**src/rtl/pidpc_pkg.sv**
```systemverilog
`default_nettype none
// ----------------------------------------------------------------------------
// pidpc_pkg
// Shared types, widths, register codes and the microcode program of the PID
// position controller.
// ----------------------------------------------------------------------------
package pidpc_pkg;

   localparam int FRAC_BITS_DEFAULT = 12;

   localparam int COUNT_W = 16;
   localparam int DRIVE_W = 16;
   localparam int SETPT_W = 10;
   localparam int GAIN_W  = 16;
   localparam int LIMIT_W = 15;
   localparam int CSR_IDX_W  = 3;
   localparam int CSR_DATA_W = 16;

   localparam int ERR_W   = 18;
   localparam int DERR_W  = ERR_W + 1;
   localparam int INTEG_W = 32;
   localparam int MA_W    = 20;
   localparam int MB_W    = GAIN_W + 1;
   localparam int PROD_W  = MA_W + MB_W;
   localparam int LO_W    = 18;
   localparam int SUM_W   = PROD_W;
   localparam int ACC_W   = PROD_W + LO_W;
   localparam int ISUM_W  = PROD_W + 1;

   localparam logic signed [SETPT_W-1:0] SETPT_RST   = '0;
   localparam logic [GAIN_W-1:0]         PGAIN_RST   = 16'd2253;
   localparam logic [GAIN_W-1:0]         IGAIN_RST   = 16'd0;
   localparam logic [GAIN_W-1:0]         DGAIN_RST   = 16'd0;
   localparam logic [GAIN_W-1:0]         OGAIN_RST   = 16'd4096;
   localparam logic [LIMIT_W-1:0]        ILIMIT_RST  = 15'd140;

   typedef enum logic [CSR_IDX_W-1:0] {
      REG_SETPOINT     = 3'd0,
      REG_PROP_GAIN    = 3'd1,
      REG_INTEG_GAIN   = 3'd2,
      REG_DERIV_GAIN   = 3'd3,
      REG_OVERALL_GAIN = 3'd4,
      REG_INTEG_LIMIT  = 3'd5
   } reg_index_type;

   typedef struct packed {
      logic signed [SETPT_W-1:0] setpoint;
      logic [GAIN_W-1:0]         prop_gain;
      logic [GAIN_W-1:0]         integ_gain;
      logic [GAIN_W-1:0]         deriv_gain;
      logic [GAIN_W-1:0]         overall_gain;
      logic [LIMIT_W-1:0]        integ_limit;
   } cfg_type;

   typedef enum logic [3:0] {
      S_IDLE   = 4'd0,
      S_MUL_KI = 4'd1,
      S_MUL_KP = 4'd2,
      S_MUL_KD = 4'd3,
      S_ADD_D  = 4'd4,
      S_MUL_HI = 4'd5,
      S_MUL_LO = 4'd6,
      S_ADD_LO = 4'd7,
      S_OUT    = 4'd8
   } step_type;

   typedef enum logic [1:0] {
      MA_ERR, MA_DERR, MA_SUM_HI, MA_SUM_LO
   } mul_a_type;

   typedef enum logic [1:0] {
      MB_KP, MB_KI, MB_KD, MB_OG
   } mul_b_type;

   typedef enum logic [1:0] {
      ACC_HOLD, ACC_LOAD_INTEG, ACC_LOAD_HI, ACC_ADD
   } acc_op_type;

   typedef enum logic [1:0] {
      COND_ALWAYS, COND_REQ, COND_OUT
   } cond_type;

   typedef struct packed {
      cond_type   cond;
      step_type   nxt;
      mul_a_type  mul_a;
      mul_b_type  mul_b;
      acc_op_type acc_op;
      logic       ld_err;
      logic       integ_wr;
      logic       prev_wr;
      logic       out_wr;
   } ucode_type;

   typedef struct packed {
      logic       go;
      mul_a_type  mul_a;
      mul_b_type  mul_b;
      acc_op_type acc_op;
      logic       ld_err;
      logic       integ_wr;
      logic       prev_wr;
      logic       out_wr;
   } ctrl_type;

   function automatic ucode_type ucode_rom(step_type s);
      ucode_type w;
      w = '{cond: COND_ALWAYS, nxt: S_IDLE, mul_a: MA_ERR, mul_b: MB_KP,
            acc_op: ACC_HOLD, ld_err: 1'b0, integ_wr: 1'b0, prev_wr: 1'b0,
            out_wr: 1'b0};
      unique case (s)
         S_IDLE: begin
            w.cond   = COND_REQ;
            w.nxt    = S_MUL_KI;
            w.ld_err = 1'b1;
         end
         S_MUL_KI: begin
            w.nxt   = S_MUL_KP;
            w.mul_b = MB_KI;
         end
         S_MUL_KP: begin
            w.nxt      = S_MUL_KD;
            w.integ_wr = 1'b1;
         end
         S_MUL_KD: begin
            w.nxt    = S_ADD_D;
            w.mul_a  = MA_DERR;
            w.mul_b  = MB_KD;
            w.acc_op = ACC_LOAD_INTEG;
         end
         S_ADD_D: begin
            w.nxt     = S_MUL_HI;
            w.acc_op  = ACC_ADD;
            w.prev_wr = 1'b1;
         end
         S_MUL_HI: begin
            w.nxt   = S_MUL_LO;
            w.mul_a = MA_SUM_HI;
            w.mul_b = MB_OG;
         end
         S_MUL_LO: begin
            w.nxt    = S_ADD_LO;
            w.mul_a  = MA_SUM_LO;
            w.mul_b  = MB_OG;
            w.acc_op = ACC_LOAD_HI;
         end
         S_ADD_LO: begin
            w.nxt    = S_OUT;
            w.acc_op = ACC_ADD;
         end
         S_OUT: begin
            w.cond   = COND_OUT;
            w.nxt    = S_IDLE;
            w.out_wr = 1'b1;
         end
         default: begin
            w.nxt = S_IDLE;
         end
      endcase
      return w;
   endfunction

endpackage
`default_nettype wire

```
**src/rtl/pidpc_csr_regs.sv**
```systemverilog
`default_nettype none
// ----------------------------------------------------------------------------
// pidpc_csr_regs
// Configuration register file: setpoint, gains and integral limit.
// ----------------------------------------------------------------------------
module pidpc_csr_regs (
   input  wire logic                             clock,
   input  wire logic                             reset,
   input  wire logic                             csr_valid,
   input  wire logic [pidpc_pkg::CSR_IDX_W-1:0]  csr_index,
   input  wire logic [pidpc_pkg::CSR_DATA_W-1:0] csr_data,
   output pidpc_pkg::cfg_type                    cfg
);
   import pidpc_pkg::*;

   cfg_type cfg_ff;
   cfg_type cfg_in;

   always_comb begin
      cfg_in = cfg_ff;
      if (csr_valid) begin
         case (csr_index)
            REG_SETPOINT:     cfg_in.setpoint     = signed'(csr_data[SETPT_W-1:0]);
            REG_PROP_GAIN:    cfg_in.prop_gain    = csr_data[GAIN_W-1:0];
            REG_INTEG_GAIN:   cfg_in.integ_gain   = csr_data[GAIN_W-1:0];
            REG_DERIV_GAIN:   cfg_in.deriv_gain   = csr_data[GAIN_W-1:0];
            REG_OVERALL_GAIN: cfg_in.overall_gain = csr_data[GAIN_W-1:0];
            REG_INTEG_LIMIT:  cfg_in.integ_limit  = csr_data[LIMIT_W-1:0];
            default:          cfg_in = cfg_ff;
         endcase
      end
   end

   always_ff @(posedge clock) begin
      if (reset) begin
         cfg_ff <= '{setpoint: SETPT_RST, prop_gain: PGAIN_RST, integ_gain: IGAIN_RST,
                     deriv_gain: DGAIN_RST, overall_gain: OGAIN_RST,
                     integ_limit: ILIMIT_RST};
      end else begin
         cfg_ff <= cfg_in;
      end
   end

   assign cfg = cfg_ff;

endmodule
`default_nettype wire

```
**src/rtl/pidpc_sequencer.sv**
```systemverilog
`default_nettype none
// ----------------------------------------------------------------------------
// pidpc_sequencer
// Step counter over the microcode program; evaluates the wait conditions
// and issues one control word per cycle.
// ----------------------------------------------------------------------------
module pidpc_sequencer (
   input  wire logic           clock,
   input  wire logic           reset,
   input  wire logic           req_valid,
   input  wire logic           out_free,
   output logic                busy,
   output pidpc_pkg::ctrl_type ctrl
);
   import pidpc_pkg::*;

   step_type  step_ff;
   step_type  step_in;
   ucode_type uw;
   logic      go;

   assign uw = ucode_rom(step_ff);

   always_comb begin
      unique case (uw.cond)
         COND_REQ: go = req_valid;
         COND_OUT: go = out_free;
         default:  go = 1'b1;
      endcase
   end

   always_comb begin
      step_in = go ? uw.nxt : step_ff;
   end

   always_comb begin
      ctrl.go       = go;
      ctrl.mul_a    = uw.mul_a;
      ctrl.mul_b    = uw.mul_b;
      ctrl.acc_op   = uw.acc_op;
      ctrl.ld_err   = uw.ld_err;
      ctrl.integ_wr = uw.integ_wr;
      ctrl.prev_wr  = uw.prev_wr;
      ctrl.out_wr   = uw.out_wr;
      busy          = (step_ff != S_IDLE);
   end

   always_ff @(posedge clock) begin
      if (reset) begin
         step_ff <= S_IDLE;
      end else begin
         step_ff <= step_in;
      end
   end

endmodule
`default_nettype wire

```
**src/rtl/pidpc_datapath.sv**
```systemverilog
`default_nettype none
// ----------------------------------------------------------------------------
// pidpc_datapath
// Error registers, shared multiplier, integral clamp, accumulator and the
// saturating output register.
// ----------------------------------------------------------------------------
module pidpc_datapath #(
   parameter int FRAC_BITS = pidpc_pkg::FRAC_BITS_DEFAULT
) (
   input  wire logic                                 clock,
   input  wire logic                                 reset,
   input  wire pidpc_pkg::ctrl_type                  ctrl,
   input  wire pidpc_pkg::cfg_type                   cfg,
   input  wire logic signed [pidpc_pkg::COUNT_W-1:0] req_measured_count,
   input  wire logic                                 rsp_stall,
   output logic                                      rsp_valid,
   output logic signed [pidpc_pkg::DRIVE_W-1:0]      rsp_drive_value
);
   import pidpc_pkg::*;

   localparam int SHIFT = 2 * FRAC_BITS;
   localparam logic signed [ACC_W-1:0] DRV_MAX = ACC_W'(32767);
   localparam logic signed [ACC_W-1:0] DRV_MIN = -ACC_W'(32768);

   logic signed [ERR_W-1:0]   err_ff, err_in;
   logic signed [DERR_W-1:0]  derr_ff, derr_in;
   logic signed [ERR_W-1:0]   prev_ff;
   logic signed [INTEG_W-1:0] integ_ff, integ_in;
   logic signed [PROD_W-1:0]  prod_ff, prod_in;
   logic signed [ACC_W-1:0]   acc_ff, acc_in;
   logic                      rsp_valid_ff, rsp_valid_in;
   logic signed [DRIVE_W-1:0] drive_ff, drive_in;

   logic signed [MA_W-1:0]    mul_a;
   logic signed [MB_W-1:0]    mul_b;
   logic signed [ISUM_W-1:0]  isum, lim;
   logic signed [ACC_W-1:0]   shifted;

   assign err_in  = ERR_W'(cfg.setpoint) - ERR_W'(req_measured_count);
   assign derr_in = DERR_W'(err_in) - DERR_W'(prev_ff);

   always_comb begin
      case (ctrl.mul_a)
         MA_ERR:    mul_a = MA_W'(err_ff);
         MA_DERR:   mul_a = MA_W'(derr_ff);
         MA_SUM_HI: mul_a = MA_W'($signed(acc_ff[SUM_W-1:LO_W]));
         default:   mul_a = $signed({{(MA_W-LO_W){1'b0}}, acc_ff[LO_W-1:0]});
      endcase
      case (ctrl.mul_b)
         MB_KP:   mul_b = $signed({1'b0, cfg.prop_gain});
         MB_KI:   mul_b = $signed({1'b0, cfg.integ_gain});
         MB_KD:   mul_b = $signed({1'b0, cfg.deriv_gain});
         default: mul_b = $signed({1'b0, cfg.overall_gain});
      endcase
   end

   assign prod_in = mul_a * mul_b;

   // integral update with clamp to +/- limit scaled to fraction bits
   assign isum = ISUM_W'(prod_ff) + ISUM_W'(integ_ff);
   assign lim  = $signed({{(ISUM_W-LIMIT_W){1'b0}}, cfg.integ_limit}) <<< FRAC_BITS;

   always_comb begin
      integ_in = integ_ff;
      if (ctrl.integ_wr) begin
         if (isum > lim) begin
            integ_in = INTEG_W'(lim);
         end else if (isum < -lim) begin
            integ_in = INTEG_W'(-lim);
         end else begin
            integ_in = INTEG_W'(isum);
         end
      end
   end

   always_comb begin
      case (ctrl.acc_op)
         ACC_LOAD_INTEG: acc_in = ACC_W'(integ_ff) + ACC_W'(prod_ff);
         ACC_LOAD_HI:    acc_in = ACC_W'(prod_ff) <<< LO_W;
         ACC_ADD:        acc_in = acc_ff + ACC_W'(prod_ff);
         default:        acc_in = acc_ff;
      endcase
   end

   assign shifted = acc_ff >>> SHIFT;

   always_comb begin
      if (shifted > DRV_MAX) begin
         drive_in = DRIVE_W'(DRV_MAX);
      end else if (shifted < DRV_MIN) begin
         drive_in = DRIVE_W'(DRV_MIN);
      end else begin
         drive_in = DRIVE_W'(shifted);
      end
   end

   always_comb begin
      rsp_valid_in = rsp_valid_ff;
      if (ctrl.out_wr && ctrl.go) begin
         rsp_valid_in = 1'b1;
      end else if (!rsp_stall) begin
         rsp_valid_in = 1'b0;
      end
   end

   always_ff @(posedge clock) begin
      if (reset) begin
         prev_ff      <= '0;
         integ_ff     <= '0;
         rsp_valid_ff <= 1'b0;
      end else begin
         integ_ff     <= integ_in;
         rsp_valid_ff <= rsp_valid_in;
         if (ctrl.prev_wr) begin
            prev_ff <= err_ff;
         end
      end
   end

   always_ff @(posedge clock) begin
      prod_ff <= prod_in;
      acc_ff  <= acc_in;
      if (ctrl.ld_err && ctrl.go) begin
         err_ff  <= err_in;
         derr_ff <= derr_in;
      end
      if (ctrl.out_wr && ctrl.go) begin
         drive_ff <= drive_in;
      end
   end

   assign rsp_valid       = rsp_valid_ff;
   assign rsp_drive_value = drive_ff;

endmodule
`default_nettype wire

```
**src/rtl/pid_position_controller.sv**
```systemverilog
`default_nettype none
// ----------------------------------------------------------------------------
// pid_position_controller
// PID position controller with clamped integral and saturated drive output.
// ----------------------------------------------------------------------------
// Each measured count yields one drive value: an accept step in idle, then
// eight microcode steps that pass the integral, P, D and the two halves of
// the overall-gain product through a single shared 20x17 multiplier. A new
// count is taken once the result is loaded into the output register, so no
// count is accepted while another is in progress; the output step waits
// while a held result is stalled. Configuration writes are always ready.
// ----------------------------------------------------------------------------
module pid_position_controller #(
   parameter int FRAC_BITS = pidpc_pkg::FRAC_BITS_DEFAULT
) (
   input  wire logic                                 clock,
   input  wire logic                                 reset,
   input  wire logic                                 req_valid,
   output logic                                      req_stall,
   input  wire logic signed [pidpc_pkg::COUNT_W-1:0] req_measured_count,
   output logic                                      rsp_valid,
   input  wire logic                                 rsp_stall,
   output logic signed [pidpc_pkg::DRIVE_W-1:0]      rsp_drive_value,
   input  wire logic                                 csr_valid,
   output logic                                      csr_ready,
   input  wire logic [pidpc_pkg::CSR_IDX_W-1:0]      csr_index,
   input  wire logic [pidpc_pkg::CSR_DATA_W-1:0]     csr_data
);
   import pidpc_pkg::*;

   cfg_type  cfg;
   ctrl_type ctrl;
   logic     busy;
   logic     out_free;

   assign csr_ready = 1'b1;
   assign req_stall = busy;
   assign out_free  = !rsp_valid || !rsp_stall;

   pidpc_csr_regs u_csr (
      .clock     (clock),
      .reset     (reset),
      .csr_valid (csr_valid),
      .csr_index (csr_index),
      .csr_data  (csr_data),
      .cfg       (cfg)
   );

   pidpc_sequencer u_seq (
      .clock     (clock),
      .reset     (reset),
      .req_valid (req_valid),
      .out_free  (out_free),
      .busy      (busy),
      .ctrl      (ctrl)
   );

   pidpc_datapath #(
      .FRAC_BITS (FRAC_BITS)
   ) u_dp (
      .clock              (clock),
      .reset              (reset),
      .ctrl               (ctrl),
      .cfg                (cfg),
      .req_measured_count (req_measured_count),
      .rsp_stall          (rsp_stall),
      .rsp_valid          (rsp_valid),
      .rsp_drive_value    (rsp_drive_value)
   );

endmodule
`default_nettype wire

```
**config.mk**
```make
export PLATFORM = sky130hd
export DESIGN_NAME = pid_position_controller
export DESIGN_NICKNAME = d
export VERILOG_FILES = /design/src/rtl/pidpc_pkg.sv /design/src/rtl/pidpc_csr_regs.sv /design/src/rtl/pidpc_sequencer.sv /design/src/rtl/pidpc_datapath.sv /design/src/rtl/pid_position_controller.sv
export SDC_FILE = /design/constraint.sdc
export NUM_CORES = 2
export LEC_CHECK = 0
export ABC_AREA = 1
export BUFFER_PORTS_ARGS = -buffer_cell sky130_fd_sc_hd__buf_2
export CAP_MARGIN = 40
export CORE_UTILIZATION = 30
export CTS_CLUSTER_SIZE = 14
export DETAILED_ROUTE_END_ITERATION = 16
export SETUP_SLACK_MARGIN = 0.4
export SYNTH_ARGS = -nofsm -noshare
export SYNTH_HDL_FRONTEND = slang
export SYNTH_SLANG_ARGS = --single-unit
export TNS_END_PERCENT = 20
```
**constraint.sdc**
```tcl
create_clock -name clock -period 8.4 [get_ports clock]
set_clock_uncertainty 0.15 [all_clocks]
set_input_delay 1.26 -clock clock [delete_from_list [all_inputs] [get_ports clock]]
set_output_delay 1.26 -clock clock [all_outputs]
set_load 0.005 [all_outputs]
```
==> impl_metrics.tcl <==
set metrics [dict create \
    outcome "complete, no violations" \
    start_util_pct 30.27 \
    synthFlopType "dfxtp_1" \
    grt_overflow 0 \
    die_w_um 325.4 \
    critPathRequiredTime_ns 8.68 \
    ant_nets 0 \
    syn_to_final_growth_pct 11.53 \
    syn_nets 4791 \
    place_ws_ns 0.3880 \
    met2_usage_pct 33.38 \
    hold_viol 0 \
    via_per_inst 4.943 \
    cp.arrival_ns 8.01 \
    use_met3_pct 2.329 \
    grt_max_degree 102 \
    io_pins 59 \
    max-slew-margin-rel_pct 36.39 \
    drt-initial-drc-count 2203 \
    synth.top_cell.area_share_pct 20.10 \
    seq_area_frac_synth_pct 21.63 \
    synth_top_area_cell "fa_1" \
    numCtsBuffers 35 \
    ys_async_sr_fraction_pct 0 \
    clock_path_buffers 3 \
    cts.sinks 286 \
    netlist_area_um2 31370 \
    final_cell_mix "nand2_1 (816), inv_1 (788), nor2_1 (463)" \
    postSynthAreaPerCell_um2 7.512 \
    port_buffers 57 \
    coreArea_um2 103600 \
    wirelength_um 106400 \
    final_common_cell "nand2_1" \
    die_y_um 325.4 \
    rsz0062_at_grt "true" \
    tightestPinTransition_ns 0.9442 \
    fmax_mhz 129.3 \
    synth_edf_count 106 \
    path_clk_slew_ns 0.06 \
    dieArea_um2 105900 \
    finalSetupViolations 0 \
    rows 118 \
    slowest_stage "fa_1" \
    path_common_cell "inv_1" \
    path_max_fanout 10 \
    critical_path_class "flop to flop" \
    vias 27990 \
    synth_warnings 0 \
    met1_usage_pct 26.74 \
    grt_pass1_vias 28250 \
    tritoncts "built" \
    synth_area_leaders "fa_1 (20%), dfxtp_1 (11%), ha_1 (10%)" \
    clk_latency_ns 0.58 \
    grt-busiest-layer "met2" \
    track_usage_pct 20.04 \
    critPathMaxStageDelay_ns 0.58 \
    grt_pass1_wl_um 165200 \
    finalMaxSlewViolations 0 \
    maxCapViolations 0 \
    hold_class "flop to flop" \
    setup_ws_ns 0.6687 \
    end_kind "flop" \
    final_nets 4870 \
    wl_per_cell_um 18.79 \
    cts-root-buf "clkbuf_16" \
    ys_ff_latch 286 \
    post-dp-hpwl_um 86990 \
    first_pass_iters 8 \
    yosysUniqueCellTypes 60 \
    fin_crit_sh_pct 92.04 \
    drc 0 \
    grt_antenna_before_repair 1 \
    n_antenna_cell 0 \
    tns_ns 0 \
    syn_inst 4176 \
    drive_gt1_share_pct 6.983 \
    period_needed_ns 7.731 \
    place.gp.congestion 0.9608 \
    htree_levels 2 \
    start_kind "flop" \
]
-- cell families (layout without fill, tap and decap cells) --
kind of cell	count (synthesis)	count (layout)	share of synthesized area (%)
AND/OR/NAND/NOR	1529	1530	19.76
buffers and inverters	914	1019	11.20
AO/OA/AOI/OAI	756	756	13.69
adder cells (fa/ha/maj)	575	575	30.47
flip-flops	286	286	21.63
XOR/XNOR	115	115	3.235
other	1	1	0.01195
-- synth_stat cells (all sizes together) (13+ instances only) --
cell type / instances
nand2: 837
inv: 803
nor2: 485
fa: 315
a21oi: 294
o21ai: 280
ha: 260
dfxtp: 180
nand3: 130
edfxtp: 106
xor2: 79
clkbuf: 67
buf: 38
xnor2: 36
o21a: 30
nand4: 28
a31oi: 26
nor3: 25
o211ai: 25
a221oi: 23
o21bai: 17
a21o: 15
nor4: 13
o22ai: 13
-- critical path: cells and delay by family, from the launching register on --
| kind | cells | cell delay [ns] |
|---|---|---|
| xor gates and xnor gates | 1 | 0.15 |
| adders and majority gates | 7 | 3.57 |
| AOI/OAI and AO/OA | 6 | 0.94 |
| buffers and inverters | 13 | 1.61 |
| DFF | 1 | 0.36 |
| and+or+nand+nor | 7 | 0.77 |
-- worst paths after layout --
kind	from	end	slack (ns)	depth (start not counted)
hold / removal	u_csr.cfg[39]	u_csr.cfg[39]	0.30	2
setup reg to reg	u_seq.step_ff[0]	u_dp.prod_ff[34]	0.67	34
setup / recovery	u_seq.step_ff[0]	u_dp.prod_ff[34]	0.67	34
hold reg to reg	u_csr.cfg[39]	u_csr.cfg[39]	0.30	2
-- metrics by stage --
step	util, %	hold WS (ns)	area, um2	cells
floorplan	-	0.2735	31370	4176
global route	33.76	0.3203	34990	5662
CTS	33.62	0.2986	34840	5655
finish	33.76	0.2975	34990	5662
global placement	32.34	0.2851	33520	5585
detailed placement	32.44	0.2906	33620	5591
-- what timing repair did --
item,in CTS,in global routing
setup endpoints to repair,4,16
resized for setup,1,28
gates cloned,0,1
hold buffers,0,0
setup buffers,0,6
pin swaps,0,2
-- cell type report --
type	count	area, um2
fillers	11090	68660
repair buffers	146	1008
flip-flops and latches	286	6787
well taps	1380	1727
multi-input cells	2977	21190
inverters	809	3049
clock inverters	14	167.7
clock buffers	50	1055
-- registers in the layout (all words and copies together), names as in the netlist --
signal	count
u_dp.acc_ff	55
u_dp.prod_ff	37
u_csr.cfg	89
u_dp.rsp_drive_value	16
u_seq.step_ff	4
u_dp.prev_ff	17
u_dp.derr_ff	18
u_dp.rsp_valid	1
u_dp.err_ff	17
u_dp.integ_ff	32
-- layer usage --
metal	vias up	wire (um)	part of all wire, %
met1	13580	47220	44
met5	-	0	0
met2	808	49010	46
met4	0	3981	3.7
met3	171	6203	5.8
li1	13430	-	-
Power is left out: the tool's default activity adds up to more than one toggle a clock period on the data nets, which glitch-free logic cannot reach.
